File: config.mk
export PLATFORM = sky130hd
export DESIGN_NAME = srbi_ctrl
export DESIGN_NICKNAME = d
export VERILOG_FILES = /design/src/sv/sparse_row_bitmap_index_core_macros.svh /design/src/sv/srbi_pkg.sv /design/src/sv/srbi_ctrl.sv
export SDC_FILE = /design/constraint.sdc
export NUM_CORES = 1
export LEC_CHECK = 0
export BUFFER_PORTS_ARGS = -buffer_cell sky130_fd_sc_hd__buf_4
export CORE_AREA = 2 2 39 41
export CTS_BUF_LIST = sky130_fd_sc_hd__clkbuf_2 sky130_fd_sc_hd__clkbuf_4 sky130_fd_sc_hd__clkbuf_8
export CTS_CLUSTER_SIZE = 40
export DETAILED_ROUTE_END_ITERATION = 10
export DIE_AREA = 0 0 41 43
export HOLD_SLACK_MARGIN = 0.08
export PLACE_DENSITY = 0.42
export SLEW_MARGIN = 5
export SYNTH_ARGS = -nofsm -noshare
export SYNTH_HDL_FRONTEND = slang
export SYNTH_SLANG_ARGS = --single-unit
File: constraint.sdc
create_clock -name clk_i -period 1.55 [get_ports clk_i]
set_input_delay 0.2325 -clock clk_i [delete_from_list [all_inputs] [get_ports clk_i]]
set_output_delay 0.2325 -clock clk_i [all_outputs]
set_load 0.1 [all_outputs]
File: src/sv/sparse_row_bitmap_index_core_macros.svh
// Assertion macros for the sparse row bitmap index core.
// Expects clk_i and rst_ni in the scope where a macro is used.
`ifndef SPARSE_ROW_BITMAP_INDEX_CORE_MACROS_SVH
`define SPARSE_ROW_BITMAP_INDEX_CORE_MACROS_SVH
`ifndef ASSERT_OFF
// prop must hold at every clock edge outside reset
`define SRBI_ASSERT(label, prop, msg) \
  label: assert property (@(posedge clk_i) disable iff (!rst_ni) prop) else $error(msg);
// cond must never be true outside reset
`define SRBI_ASSERT_NEVER(label, cond, msg) \
  label: assert property (@(posedge clk_i) disable iff (!rst_ni) !(cond)) else $error(msg);
`else
`define SRBI_ASSERT(label, prop, msg)
`define SRBI_ASSERT_NEVER(label, cond, msg)
`endif
`endif

File: src/sv/srbi_pkg.sv
// Shared constants, types and controller/datapath interface structs
// for the sparse row bitmap index core. No dependencies.
package srbi_pkg;

  // Geometry
  localparam int N_ROWS     = 128;
  localparam int MAX_BLOCKS = 16;
  localparam int WORD_BITS  = 32;

  // Port field widths
  localparam int CELL_REQ_W = 7;
  localparam int TID_W      = 21;
  localparam int BIT_POS_W  = 5;
  localparam int INDEX_W    = 4;
  localparam int ID_W       = 21;
  localparam int STATUS_W   = 2;

  // Derived widths
  localparam int KEY_W     = 16;
  localparam int MASK_W    = WORD_BITS;
  localparam int DEC_W     = (WORD_BITS < 32) ? WORD_BITS : 32;
  localparam int LSB_W     = $clog2(DEC_W);
  localparam int CNT_W     = $clog2(MAX_BLOCKS + 1);
  localparam int CELL_W    = (N_ROWS > 1) ? $clog2(N_ROWS) : 1;
  localparam int BLK_DEPTH = N_ROWS * MAX_BLOCKS;
  localparam int ADDR_W    = (BLK_DEPTH > 1) ? $clog2(BLK_DEPTH) : 1;

  // Request kinds
  localparam logic KIND_INSERT = 1'b0;
  localparam logic KIND_READ   = 1'b1;

  // Result status codes
  typedef enum logic [STATUS_W-1:0] {
    ST_OK        = 2'd0,
    ST_FULL      = 2'd1,
    ST_BAD_INDEX = 2'd2
  } status_e;

  // Controller to datapath
  typedef struct packed {
    logic load;        // capture request, read row count
    logic blk_rd;      // read addressed block
    logic commit_ins;  // write insert update, emit insert result
    logic emit_bad;    // emit bad-index result
    logic scan_load;   // load block mask for id decode
    logic scan_emit;   // emit lowest id, clear its bit
  } cmd_t;

  // Datapath to controller
  typedef struct packed {
    logic is_read;
    logic idx_bad;
    logic mask_zero;
    logic mask_last;
    logic out_free;
  } status_t;

endpackage

File: src/sv/srbi_ctrl.sv
// Sequencing state machine for the sparse row bitmap index core.
// Depends on srbi_pkg for the command and status structs.
module srbi_ctrl (
  input  logic              clk_i,
  input  logic              rst_ni,
  input  logic              in_valid_i,
  output logic              in_ready_o,
  input  srbi_pkg::status_t st_i,
  output srbi_pkg::cmd_t    cmd_o
);

  localparam logic [1:0] S_IDLE = 2'd0;
  localparam logic [1:0] S_LOOK = 2'd1;
  localparam logic [1:0] S_DEC  = 2'd2;
  localparam logic [1:0] S_SCAN = 2'd3;

  logic [1:0] state_q, state_d;

  // Next state and commands
  always_comb begin
    state_d    = state_q;
    cmd_o      = '0;
    in_ready_o = 1'b0;
    unique case (state_q)
      S_IDLE: begin
        in_ready_o = 1'b1;
        if (in_valid_i) begin
          cmd_o.load = 1'b1;
          state_d    = S_LOOK;
        end
      end
      S_LOOK: begin
        cmd_o.blk_rd = 1'b1;
        state_d      = S_DEC;
      end
      S_DEC: begin
        priority if (!st_i.is_read) begin
          if (st_i.out_free) begin
            cmd_o.commit_ins = 1'b1;
            state_d          = S_IDLE;
          end
        end else if (st_i.idx_bad) begin
          if (st_i.out_free) begin
            cmd_o.emit_bad = 1'b1;
            state_d        = S_IDLE;
          end
        end else begin
          cmd_o.scan_load = 1'b1;
          state_d         = S_SCAN;
        end
      end
      S_SCAN: begin
        priority if (st_i.mask_zero) begin
          state_d = S_IDLE;
        end else if (st_i.out_free) begin
          cmd_o.scan_emit = 1'b1;
          if (st_i.mask_last) begin
            state_d = S_IDLE;
          end
        end
      end
      default: begin
        state_d = S_IDLE;
      end
    endcase
  end

  // State register
  always_ff @(posedge clk_i or negedge rst_ni) begin
    if (!rst_ni) begin
      state_q <= S_IDLE;
    end else begin
      state_q <= state_d;
    end
  end

endmodule

# == Yosys cells after proc, flatten, opt, wreduce, memory -nomap -nowiden ==
# Index checks and enable logic that the tools add are counted.
# Widths: inputs -> output; s select.
# classes
n_eq_ne,6
n_mux,20
n_reduce_logical,2
# ops
cell,n
$mux 2,8
$mux 1,10
$pmux 2 s4,1
$ne 3x3->1 const B,2
$eq 2x2->1 const B,2
$mux 3,1
$reduce_and 3->1,1
$eq 2x1->1 const B,1
$logic_not 2->1,1
$ne 2x2->1 const B,1
# totals
regBits,2
in_bits,8
output_inout_bits,7
wordCells,29

# == Depth between registers and ports, before layout ==
# Gate-level depths: netlist (run 1).
# logic_depth
word_depth,4
ltp_mapped,2
ltp_nobuf,2

# == Worst setup path before layout (run 1) ==
# OpenSTA, ideal clock, no wires.
# synth_path
kind,register to output
startpoint,register state_q[0]
endpoint,output cmd_o[0] (netlist name)
t_arrival_ns,2.705
required_time_ns,1.317
slack_ns,-1.387
stages_incl_launch_ff,3
n_path_buf,0
cell_sequence,dfrtp_1 > nand2_1 > nor3b_1
# synth_rtl
element,line_no,text
"start, declared",srbi_ctrl.sv:17,"logic [1:0] state_q, state_d;"
"start signal, assigned",srbi_ctrl.sv:73,state_q <= state_d;
"end, declared",srbi_ctrl.sv:9,output srbi_pkg::cmd_t cmd_o

==> impl_metrics.env, run 1 <==
export IMPL_synth_warnings=0
export IMPL_drtPass1Iterations=1
export IMPL_grt_use_met2_pct=12.50
export IMPL_syn_inst=19
export IMPL_endpoint_kind="primary output"
export IMPL_syn2layout_area_growth_pct=130.5
export IMPL_critPathMaxStageDelay_ns=0.42
export IMPL_post_cts_buffers=0
export IMPL_top_regs="state_q: 2 flops"
export IMPL_port_buffers=14
export IMPL_ant_nets=0
export IMPL_cts_root_buffer="clkbuf_4"
export IMPL_worst_setup_path_start_kind="flip-flop"
export IMPL_drc=0
export IMPL_seq_area_frac_synth_pct=28.37
export IMPL_fin_crit_sh_pct=99.37
export IMPL_fin_util_pct=29.39
export IMPL_finalSetupTns_ns=0
export IMPL_drt_iter0_drc=0
export IMPL_hp_class="in2reg"
export IMPL_overflow=0
export IMPL_top_register="state_q"
export IMPL_vias_per_cell=3.891
export IMPL_grtUsageMet1_pct=6.431
export IMPL_vias=214
export IMPL_total_power_mw=0.9051
export IMPL_busiest_layer="met2"
export IMPL_cp_slowest_cell="or3b_4"
export IMPL_power_leakage_nw=0.1934
export IMPL_die_height_um=43
export IMPL_drive_gt1_share_pct=71.79
export IMPL_maxSlewViolCount=0
export IMPL_vdd_drop_max_mv=0.6284
export IMPL_relSlewSlack_pct=81.48
export IMPL_wl_um=549
export IMPL_setup_violations_final=0
export IMPL_path_class="reg2out"
export IMPL_wl_per_cell_um=9.982
export IMPL_cp_data_required_time_ns=1.32
export IMPL_rows=14
export IMPL_p_per_area_nw_per_um2=2226
export IMPL_syn_mean_instance_area_um2=9.285
export IMPL_syn_cell_area_um2=176.4
export IMPL_io_pins=15
export IMPL_die_w_um=41
export IMPL_reg2reg_slack_ns=0.49
export IMPL_synth_distinct_cells=15
export IMPL_grt_pass1_vias=203
export IMPL_worst_path_max_fanout=6
export IMPL_core_area_um2=1384
export IMPL_grt_use_total_pct=7.831
export IMPL_clockBufferDepth=2
export IMPL_gp_congestion=0.6473
export IMPL_syn_num_nets=27
export IMPL_insertedDiodeCount=0
export IMPL_numCtsBuffers=3
export IMPL_period_minus_slack_ns=1.540
export IMPL_clkTransAtPathRegs_ns=0.03
export IMPL_max_freq_ghz=0.6493
export IMPL_grt_pass1_wl_um=855
export IMPL_cts_sinks=2
export IMPL_start_util_pct=12.75
export IMPL_ys_ff_latch=2
export IMPL_cts_htree_levels=1
export IMPL_worstMarginPinSlew_ns=0.2801
export IMPL_cts_tree="built"
export IMPL_hold_viol=0
export IMPL_fin_skew_ns=0.004170
export IMPL_grt_use_met3_pct=3.141
export IMPL_fin_nets=49
export IMPL_antenna_found_initial=0
export IMPL_dieArea_um2=1763
export IMPL_crit_chain="or3b_4 > clkinvlp_4 > buf_12"
export IMPL_grt_max_degree=7
export IMPL_worstPathArrival_ns=1.31
export IMPL_largest_register_ffs=2
export IMPL_clk_insertion_delay_late_ns=0.23
export IMPL_max_cap_violations=0
export IMPL_status="complete, no violations"
export IMPL_rsz0062_at_grt="yes"
[layout make-up]
class	instances	area (um2)
tap	16	20.02
sequential	2	50.05
timing repair buffer	17	167.7
inverter	2	11.26
multi-input combinational	15	135.1
fill	150	977.2
clock buffer	3	22.52
[cells in the mapped netlist]
library cell	count	area, um2
dfrtp_1	2	50.05
nor2b_1	3	18.77
nand2_1	1	3.750
nor3b_1	1	7.510
or3b_1	1	8.760
nand4bb_1	1	11.26
and4_1	1	8.760
a21o_1	1	7.510
nor2_1	1	3.750
a221oi_2	1	15.01
nand2b_1	1	6.260
o211ai_2	1	12.51
inv_1	2	7.510
and2_1	1	6.260
and3b_1	1	8.760
[metrics by stage]
step,worst slack (ns),std cells,hold WS (ns),area (um2)
2_1_floorplan,-0.4257,19,-0.06309,192.7
3_3_place_gp,0.1423,51,0.01456,332.8
3_5_place_dp,0.1172,51,0.01597,332.8
4_1_cts,0.003462,55,0.3247,397.9
5_1_grt,-0.02852,55,0.3446,406.6
6_report,0.009785,55,0.3227,406.6
[final timing paths]
| check | start | endpoint | cells past startpoint |
|---|---|---|---|
| setup reg to reg | state_q[0]$_DFFE_PN0P_ | state_q[1]$_DFFE_PN0P_ | 3 |
| hold reg to reg | state_q[1]$_DFFE_PN0P_ | state_q[0]$_DFFE_PN0P_ | 2 |
| max in group asynchronous | rst_ni | state_q[1]$_DFFE_PN0P_ | 2 |
| min in group asynchronous | rst_ni | state_q[0]$_DFFE_PN0P_ | 2 |
| setup / recovery | state_q[0]$_DFFE_PN0P_ | cmd_o[5] | 3 |
| hold / removal | st_i[3] | state_q[1]$_DFFE_PN0P_ | 3 |
[repair_timing]
action / CTS / global route
pin swaps: 0 / 0
hold endpoints to repair: 2 / 0
endpoints found under the setup margin: 3 / 3
gates resized for setup: 9 / 2
hold buffers: 1 / 0
[worst max-delay path: cells and delay by family (launching register included)]
kind	cells	cell delay [ns]
DFF	1	0.40
buffers and inverters	2	0.25
and+or+nand+nor	1	0.42
[power breakdown]
| part | internal (mW) | switching (mW) | total [mW] |
|---|---|---|---|
| Clock | 0.0853 | 0.0296 | 0.115 |
| Combinational | 0.218 | 0.475 | 0.693 |
| Sequential | 0.0772 | 0.0200 | 0.0972 |
| Total | 0.380 | 0.525 | 0.905 |
[metal layers]
| layer | vias up | share of wire [%] |
|---|---|---|
| li1 | 111 | - |
| met1 | 96 | 33 |
| met2 | 5 | 62 |
| met3 | 2 | 3.1 |
| met4 | 0 | 2.2 |
| met5 | - | 0 |
[cells in the final DEF, fill, tap and decap left out]
master	instances
clkbuf_4	3
nor2b_1	2
buf_4	13
and3b_2	1
nor2_2	1
inv_1	1
buf_12	3
nand2_1	1
and4_4	1
nor2b_2	1
or3b_4	1
nor3b_2	1
o211ai_2	1
a221oi_2	1
and2_1	1
clkinvlp_4	1
a21o_1	1
dfrtp_1	2
nand4bb_1	1
nand2b_1	1
dlygate4sd3_1	1
[cells by family after synthesis]
logic type,Yosys count,share of synthesized area [%]
AOI/OAI and AO/OA,3,19.86
buffers and inverters,2,4.257
DFF,2,28.37
and+or+nand+nor,12,47.52
No activity file was read; power rests on OpenSTA's default activity.
==> run 2, diff against run 1 <==
--- a/config.mk
+++ b/config.mk
@@ -13,6 +13,9 @@
 export DIE_AREA = 0 0 41 43
 export HOLD_SLACK_MARGIN = 0.08
 export PLACE_DENSITY = 0.42
+export RECOVER_POWER = 50
+export REMOVE_ABC_BUFFERS = 1
+export SETUP_SLACK_MARGIN = 0.05
 export SLEW_MARGIN = 5
 export SYNTH_ARGS = -nofsm -noshare
 export SYNTH_HDL_FRONTEND = slang
==> run 2 against run 1 <==
Compared with the run above:
- critical path type unchanged
- die area is the same
- critical path depth is the same
- critical endpoint unchanged
- cell area grew 8.9%
- highest routed layer is now met3
- routed wire length grew 29%
- clock power is essentially flat
- sequential share of layout area shrank 0.44 points
- count of clock-buffer cells in the layout is the same
- the flow now finishes with violations (negative setup slack)
- via count grew 6.1%
==> impl_metrics.env, run 2 (synthesis results as in run 1) <==
export IMPL_drc=0
export IMPL_clk_insertion_delay_late_ns=0.22
export IMPL_grt_max_degree=8
export IMPL_n_fill_cell=150
export IMPL_worst_path_max_fanout=6
export IMPL_reg2reg_slack_ns=0.41
export IMPL_rows=14
export IMPL_die_height_um=43
export IMPL_clkTransAtPathRegs_ns=0.03
export IMPL_top_regs="state_q: 2 flops"
export IMPL_worstMarginPinSlew_ns=0.2774
export IMPL_grt_pass1_wl_mm=1.097
export IMPL_max_cap_violations=0
export IMPL_ant_nets=0
export IMPL_rsz0062_at_grt="yes"
export IMPL_relSlewSlack_pct=81.66
export IMPL_total_power_mw=0.9723
export IMPL_wl_per_cell_um=12.66
export IMPL_mostFrequentLayoutCell="buf_4"
export IMPL_met3WireLength_um=74
export IMPL_wl_um=709
export IMPL_syn2layout_area_growth_pct=151.1
export IMPL_power_leakage_nw=0.2028
export IMPL_period_minus_slack_ns=1.553
export IMPL_maxSlewViolCount=0
export IMPL_worst_setup_path_start_kind="flip-flop"
export IMPL_vdd_drop_max_mv=1.162
export IMPL_cp_data_required_time_ns=1.32
export IMPL_start_util_pct=12.75
export IMPL_met1_length_um=292
export IMPL_path_class="reg2out"
export IMPL_insertedDiodeCount=0
export IMPL_drtPass1Iterations=2
export IMPL_worstPathArrival_ns=1.32
export IMPL_hp_class="in2async"
export IMPL_numCtsBuffers=3
export IMPL_max_freq_ghz=0.6439
export IMPL_vias=227
export IMPL_r2r_end="state_q[0]$_DFFE_PN0P_"
export IMPL_cts_sinks=2
export IMPL_drt_iter0_drc=2
export IMPL_io_pins=15
export IMPL_fin_crit_sh_pct=100.2
export IMPL_status="finished with violations"
export IMPL_gp_congestion=0.6634
export IMPL_cts_root_buffer="clkbuf_4"
export IMPL_p_per_area_nw_per_um2=2195
export IMPL_fin_skew_ns=0.0001684
export IMPL_routed_top_layer="met3"
export IMPL_r2r_start="state_q[1]$_DFFE_PN0P_"
export IMPL_hold_viol=0
export IMPL_setup_violations_final=1
export IMPL_cts_tree="built"
export IMPL_die_w_um=41
export IMPL_seq_area_um2=52.55
export IMPL_cts_htree_levels=1
export IMPL_antenna_found_initial=0
export IMPL_met2_length_um=342
export IMPL_multiInputGateArea_um2=148.9
export IMPL_timing_hold_ws_ns=0.3295
export IMPL_layout_common_cells="buf_4, buf_12, nor2b_1, clkbuf_4"
export IMPL_violations="negative setup slack"
export IMPL_dieArea_um2=1763
export IMPL_grt_pass1_vias=269
export IMPL_fin_nets=50
export IMPL_largest_register_ffs=2
export IMPL_r2r_cells=3
export IMPL_vias_per_cell=4.054
export IMPL_core_area_um2=1384
export IMPL_setup_slack_ns=-0.003079
export IMPL_drive_gt1_share_pct=77.50
export IMPL_endpoint_kind="primary output"
export IMPL_overflow=0
export IMPL_clockBufferDepth=2
export IMPL_top_register="state_q"
export IMPL_port_buffers=14
export IMPL_grt_use_total_pct=9.519
-- run 2: changes by cell type in the layout (fill, tap and decap cells not counted), moves of 2 or more --
cell | previous run | this run
buf_4 | 13 | 10
buf_6 | 0 | 2
dfrtp_1 | 2 | 0
dfrtp_2 | 0 | 2
inv_2 | 0 | 2
-- run 2: repair_timing --
| action | CTS | global route |
|---|---|---|
| setup buffers | 3 | 0 |
| setup endpoints to repair | 5 | 6 |
| pin swaps | 1 | 1 |
| hold endpoints to repair | 2 | 0 |
| hold buffers | 1 | 0 |
| gates resized for setup | 12 | 12 |
-- run 2: final cells by class --
| type | count | area share [%] |
|---|---|---|
| Tap cell | 16 | 4.520 |
| Sequential cell | 2 | 11.86 |
| Multi-Input combinational cell | 15 | 33.62 |
| Inverter | 2 | 1.695 |
| Clock buffer | 3 | 5.085 |
| Timing Repair Buffer | 18 | 43.22 |
-- run 2: how the worst max path moves through the flow --
stage                                      start        to  slack [ns]  cells past startpoint
after floorplan           state_q[0]$_DFFE_PN0P_  cmd_o[0]       -1.39                      2
after global placement    state_q[1]$_DFFE_PN0P_  cmd_o[5]        0.12                      3
after detailed placement  state_q[1]$_DFFE_PN0P_  cmd_o[5]        0.09                      3
after CTS                 state_q[0]$_DFFE_PN0P_  cmd_o[5]       -0.02                      3
after global routing      state_q[1]$_DFFE_PN0P_  cmd_o[5]       -0.05                      3
final                     state_q[1]$_DFFE_PN0P_  cmd_o[5]      -0.003                      3
-- run 2: per-layer routing --
| layer | up-vias | GRT usage, % |
|---|---|---|
| met5 | - | 0 |
| met4 | 0 | 6.000 |
| met3 | 0 | 4.188 |
| met2 | 14 | 13.13 |
| met1 | 103 | 11.50 |
| li1 | 110 | - |
-- run 2: per-stage QoR --
step / TNS, ns / setup slack (ns) / util [%] / instances / instance area (um2)
2_1_floorplan: -2.826 / -1.387 / - / 19 / 176.4
3_3_place_gp: 0 / 0.1232 / 21.79 / 49 / 301.5
3_5_place_dp: 0 / 0.08898 / 21.79 / 49 / 301.5
4_1_cts: -0.01510 / -0.01510 / 28.48 / 56 / 394.1
5_1_grt: -0.05242 / -0.05242 / 32.01 / 56 / 442.9
6_report: -0.003079 / -0.003079 / 32.01 / 56 / 442.9
-- run 2: power breakdown --
part | switching, mW | internal (mW)
sequential | 0.0458 | 0.0822
clock | 0.0268 | 0.0851
combinational | 0.477 | 0.255
total | 0.550 | 0.422
-- run 2: critical path: stages (launching register included) --
cell	delay, ns
dfrtp_2	0.43
or3b_4	0.42
inv_2	0.08
buf_12	0.17
==> run 3, diff against run 2 <==
--- a/config.mk
+++ b/config.mk
@@ -5,6 +5,7 @@
 export SDC_FILE = /design/constraint.sdc
 export NUM_CORES = 1
 export LEC_CHECK = 0
+export ABC_AREA = 1
 export BUFFER_PORTS_ARGS = -buffer_cell sky130_fd_sc_hd__buf_4
 export CORE_AREA = 2 2 39 41
 export CTS_BUF_LIST = sky130_fd_sc_hd__clkbuf_2 sky130_fd_sc_hd__clkbuf_4 sky130_fd_sc_hd__clkbuf_8
@@ -12,7 +13,7 @@
 export DETAILED_ROUTE_END_ITERATION = 10
 export DIE_AREA = 0 0 41 43
 export HOLD_SLACK_MARGIN = 0.08
-export PLACE_DENSITY = 0.42
+export PLACE_DENSITY = 0.43
 export RECOVER_POWER = 50
 export REMOVE_ABC_BUFFERS = 1
 export SETUP_SLACK_MARGIN = 0.05
==> run 3 against run 2 <==
Compared with the run above:
- register-to-register slack gained 0.23 ns
- largest cell class unchanged
- final cell count grew 20%
- routed wire length shrank 33%
- area after synthesis up 3.5%
- the run now ends clean
- non-clock buffer count shrank 3
- critical path type unchanged
- utilization fell by 6.5 points
- clock power barely moved
- count of clock-buffer cells in the layout unchanged
- sequential power fell by 20%
- setup slack improved by 0.10 ns
- clock skew hardly changed
- combinational power is 16% lower
==> impl_metrics.env, run 3 <==
export IMPL_syn_mean_instance_area_um2=5.536
export IMPL_max_freq_ghz=0.6904
export IMPL_wl_um=477
export IMPL_synth_area_leader_cell="dfrtp_1"
export IMPL_synth_main_ff_cell="dfrtp_1"
export IMPL_hp_class="in2reg"
export IMPL_cts_htree_levels=1
export IMPL_die_height_um=43
export IMPL_synth_area_top_cells="dfrtp_1, inv_1, nor2_1"
export IMPL_worstMarginPinSlew_ns=0.3030
export IMPL_post_route_cell_area_um2=352.8
export IMPL_top_register="state_q"
export IMPL_post_synth_top_count_cell="inv_1"
export IMPL_power_leakage_nw=0.2118
export IMPL_p_per_area_nw_per_um2=2362
export IMPL_port_buffers=14
export IMPL_period_minus_slack_ns=1.448
export IMPL_maxSlewViolCount=0
export IMPL_place_ws_ns=0.2768
export IMPL_overflow=0
export IMPL_synth_edf_count=0
export IMPL_syn_inst=33
export IMPL_antenna_found_initial=0
export IMPL_vias_per_cell=3.522
export IMPL_max_cap_violations=0
export IMPL_n_fill_cell=166
export IMPL_grt_max_degree=5
export IMPL_core_area_um2=1384
export IMPL_cts_sinks=2
export IMPL_synth_top_area_share_pct=27.40
export IMPL_synth_warnings=0
export IMPL_vias=236
export IMPL_hold_viol=0
export IMPL_mostFrequentLayoutCell="inv_1"
export IMPL_drive_gt1_share_pct=37.25
export IMPL_die_w_um=41
export IMPL_worst_setup_path_start_kind="flip-flop"
export IMPL_io_pins=15
export IMPL_dieArea_um2=1763
export IMPL_syn_cell_area_um2=182.7
export IMPL_insertedDiodeCount=0
export IMPL_dp_cells=63
export IMPL_routed_top_layer="met3"
export IMPL_met1_length_um=166
export IMPL_seq_area_frac_synth_pct=27.40
export IMPL_ys_ff_latch=2
export IMPL_largest_register_ffs=2
export IMPL_hpwl_um=400.3
export IMPL_drt_iter0_drc=3
export IMPL_placed_cell_area_um2=307.8
export IMPL_drtPass1Iterations=3
export IMPL_worst_path_max_fanout=4
export IMPL_synth_distinct_cells=10
export IMPL_gp_congestion=0.6568
export IMPL_grt_pass1_vias=226
export IMPL_async_flop_share_pct=100.0
export IMPL_grt_use_total_pct=7.014
export IMPL_grt_pass1_wl_um=779
export IMPL_setup_slack_ns=0.1015
export IMPL_top_regs="state_q: 2 flops"
export IMPL_path_class="reg2out"
export IMPL_start_util_pct=13.20
export IMPL_clockBufferDepth=2
export IMPL_layout_common_cells="inv_1, buf_4, nor2_1, nand2_1, clkbuf_4"
export IMPL_met2_length_um=277
export IMPL_rows=14
export IMPL_worstPathArrival_ns=1.22
export IMPL_endpoint_kind="primary output"
export IMPL_wl_per_cell_um=7.119
export IMPL_fin_skew_ns=0.0002420
export IMPL_cts_tree="built"
export IMPL_relSlewSlack_pct=79.91
export IMPL_post_cts_buffers=0
export IMPL_clkTransAtPathRegs_ns=0.03
export IMPL_met3WireLength_um=33
export IMPL_drc=0
export IMPL_vdd_drop_max_mv=1.236
export IMPL_cp_data_required_time_ns=1.32
export IMPL_multiInputGateArea_um2=96.34
export IMPL_setup_violations_final=0
export IMPL_fin_crit_sh_pct=93.45
export IMPL_clk_insertion_delay_late_ns=0.22
export IMPL_yosys_top_cells_count="inv_1, nor2_1, nand2_1"
export IMPL_syn2layout_area_growth_pct=93.15
export IMPL_final_cells=67
export IMPL_status="complete, no violations"
export IMPL_cts_root_buffer="clkbuf_4"
export IMPL_ant_nets=0
export IMPL_seq_area_um2=50.05
export IMPL_numCtsBuffers=3
export IMPL_fin_nets=61
export IMPL_rsz0062_at_grt="yes"
run 3: changes by cell type after synthesis, moves of 2 or more:
cell     previous run  this run
inv_1               2        11
nor2_1              1         8
nand2_1             1         5
nor2b_1             3         0
nand3_1             0         2
run 3: path summary, 6_finish.rpt:
check                      slack [ns]  cells past startpoint                    from                      to
setup / recovery                 0.10                      4  state_q[1]$_DFFE_PN0P_                cmd_o[5]
hold / removal                   0.26                      3              in_valid_i  state_q[0]$_DFFE_PN0P_
setup reg to reg                 0.64                      6  state_q[1]$_DFFE_PN0P_  state_q[0]$_DFFE_PN0P_
hold reg to reg                  0.64                      3  state_q[1]$_DFFE_PN0P_  state_q[1]$_DFFE_PN0P_
max in group asynchronous        1.09                      2                  rst_ni  state_q[1]$_DFFE_PN0P_
min in group asynchronous        0.33                      2                  rst_ni  state_q[0]$_DFFE_PN0P_
run 3: cells by family after synthesis:
group,after synthesis,synth area share [%]
simple gates,18,44.52
flops,2,27.40
buf+inv,11,22.60
compound gates,2,5.474
run 3: critical path, cell delays in order (launching register included):
cell and delay [ns]:
dfrtp_1 0.38, inv_1 0.11, nand2_1 0.12, nor2_1 0.14, buf_6 0.24
run 3: report_power, final:
part	internal (mW)	switching (mW)
Combinational	0.131	0.485
Clock	0.0853	0.0283
Sequential	0.0793	0.0240
run 3: area by class of cell:
| cell class | count | share of cell area, % |
|---|---|---|
| clock buffers | 3 | 6.383 |
| repair buffers | 15 | 34.75 |
| well taps | 16 | 5.674 |
| flip-flops and latches | 2 | 14.18 |
| inverters | 11 | 11.70 |
| multi-input cells | 20 | 27.30 |
run 3: per-layer routing:
layer / track usage [%] / vias to the layer above
met5: 0 / -
met4: 8.000 / 0
met3: 2.094 / 0
met2: 10.63 / 5
met1: 6.390 / 101
li1: - / 130
run 3: through the flow:
step | TNS [ns] | util, % | power (mW) | hold slack [ns]
floorplan | -3.581 | - | 0.5947 | -0.06309
global placement | 0 | 22.24 | 0.7134 | 0.01701
detailed placement | 0 | 22.24 | 0.7140 | 0.01664
CTS | 0 | 25.23 | 0.8465 | 0.2512
global route | 0 | 25.50 | 0.8849 | 0.2680
finish | 0 | 25.50 | 0.8336 | 0.2578
run 3: timing repair:
| action | CTS | global route |
|---|---|---|
| hold buffers | 1 | 0 |
| endpoints found under the setup margin | 1 | 2 |
| hold endpoints to repair | 2 | 0 |
| resized for setup | 2 | 2 |
| pin swaps | 0 | 0 |
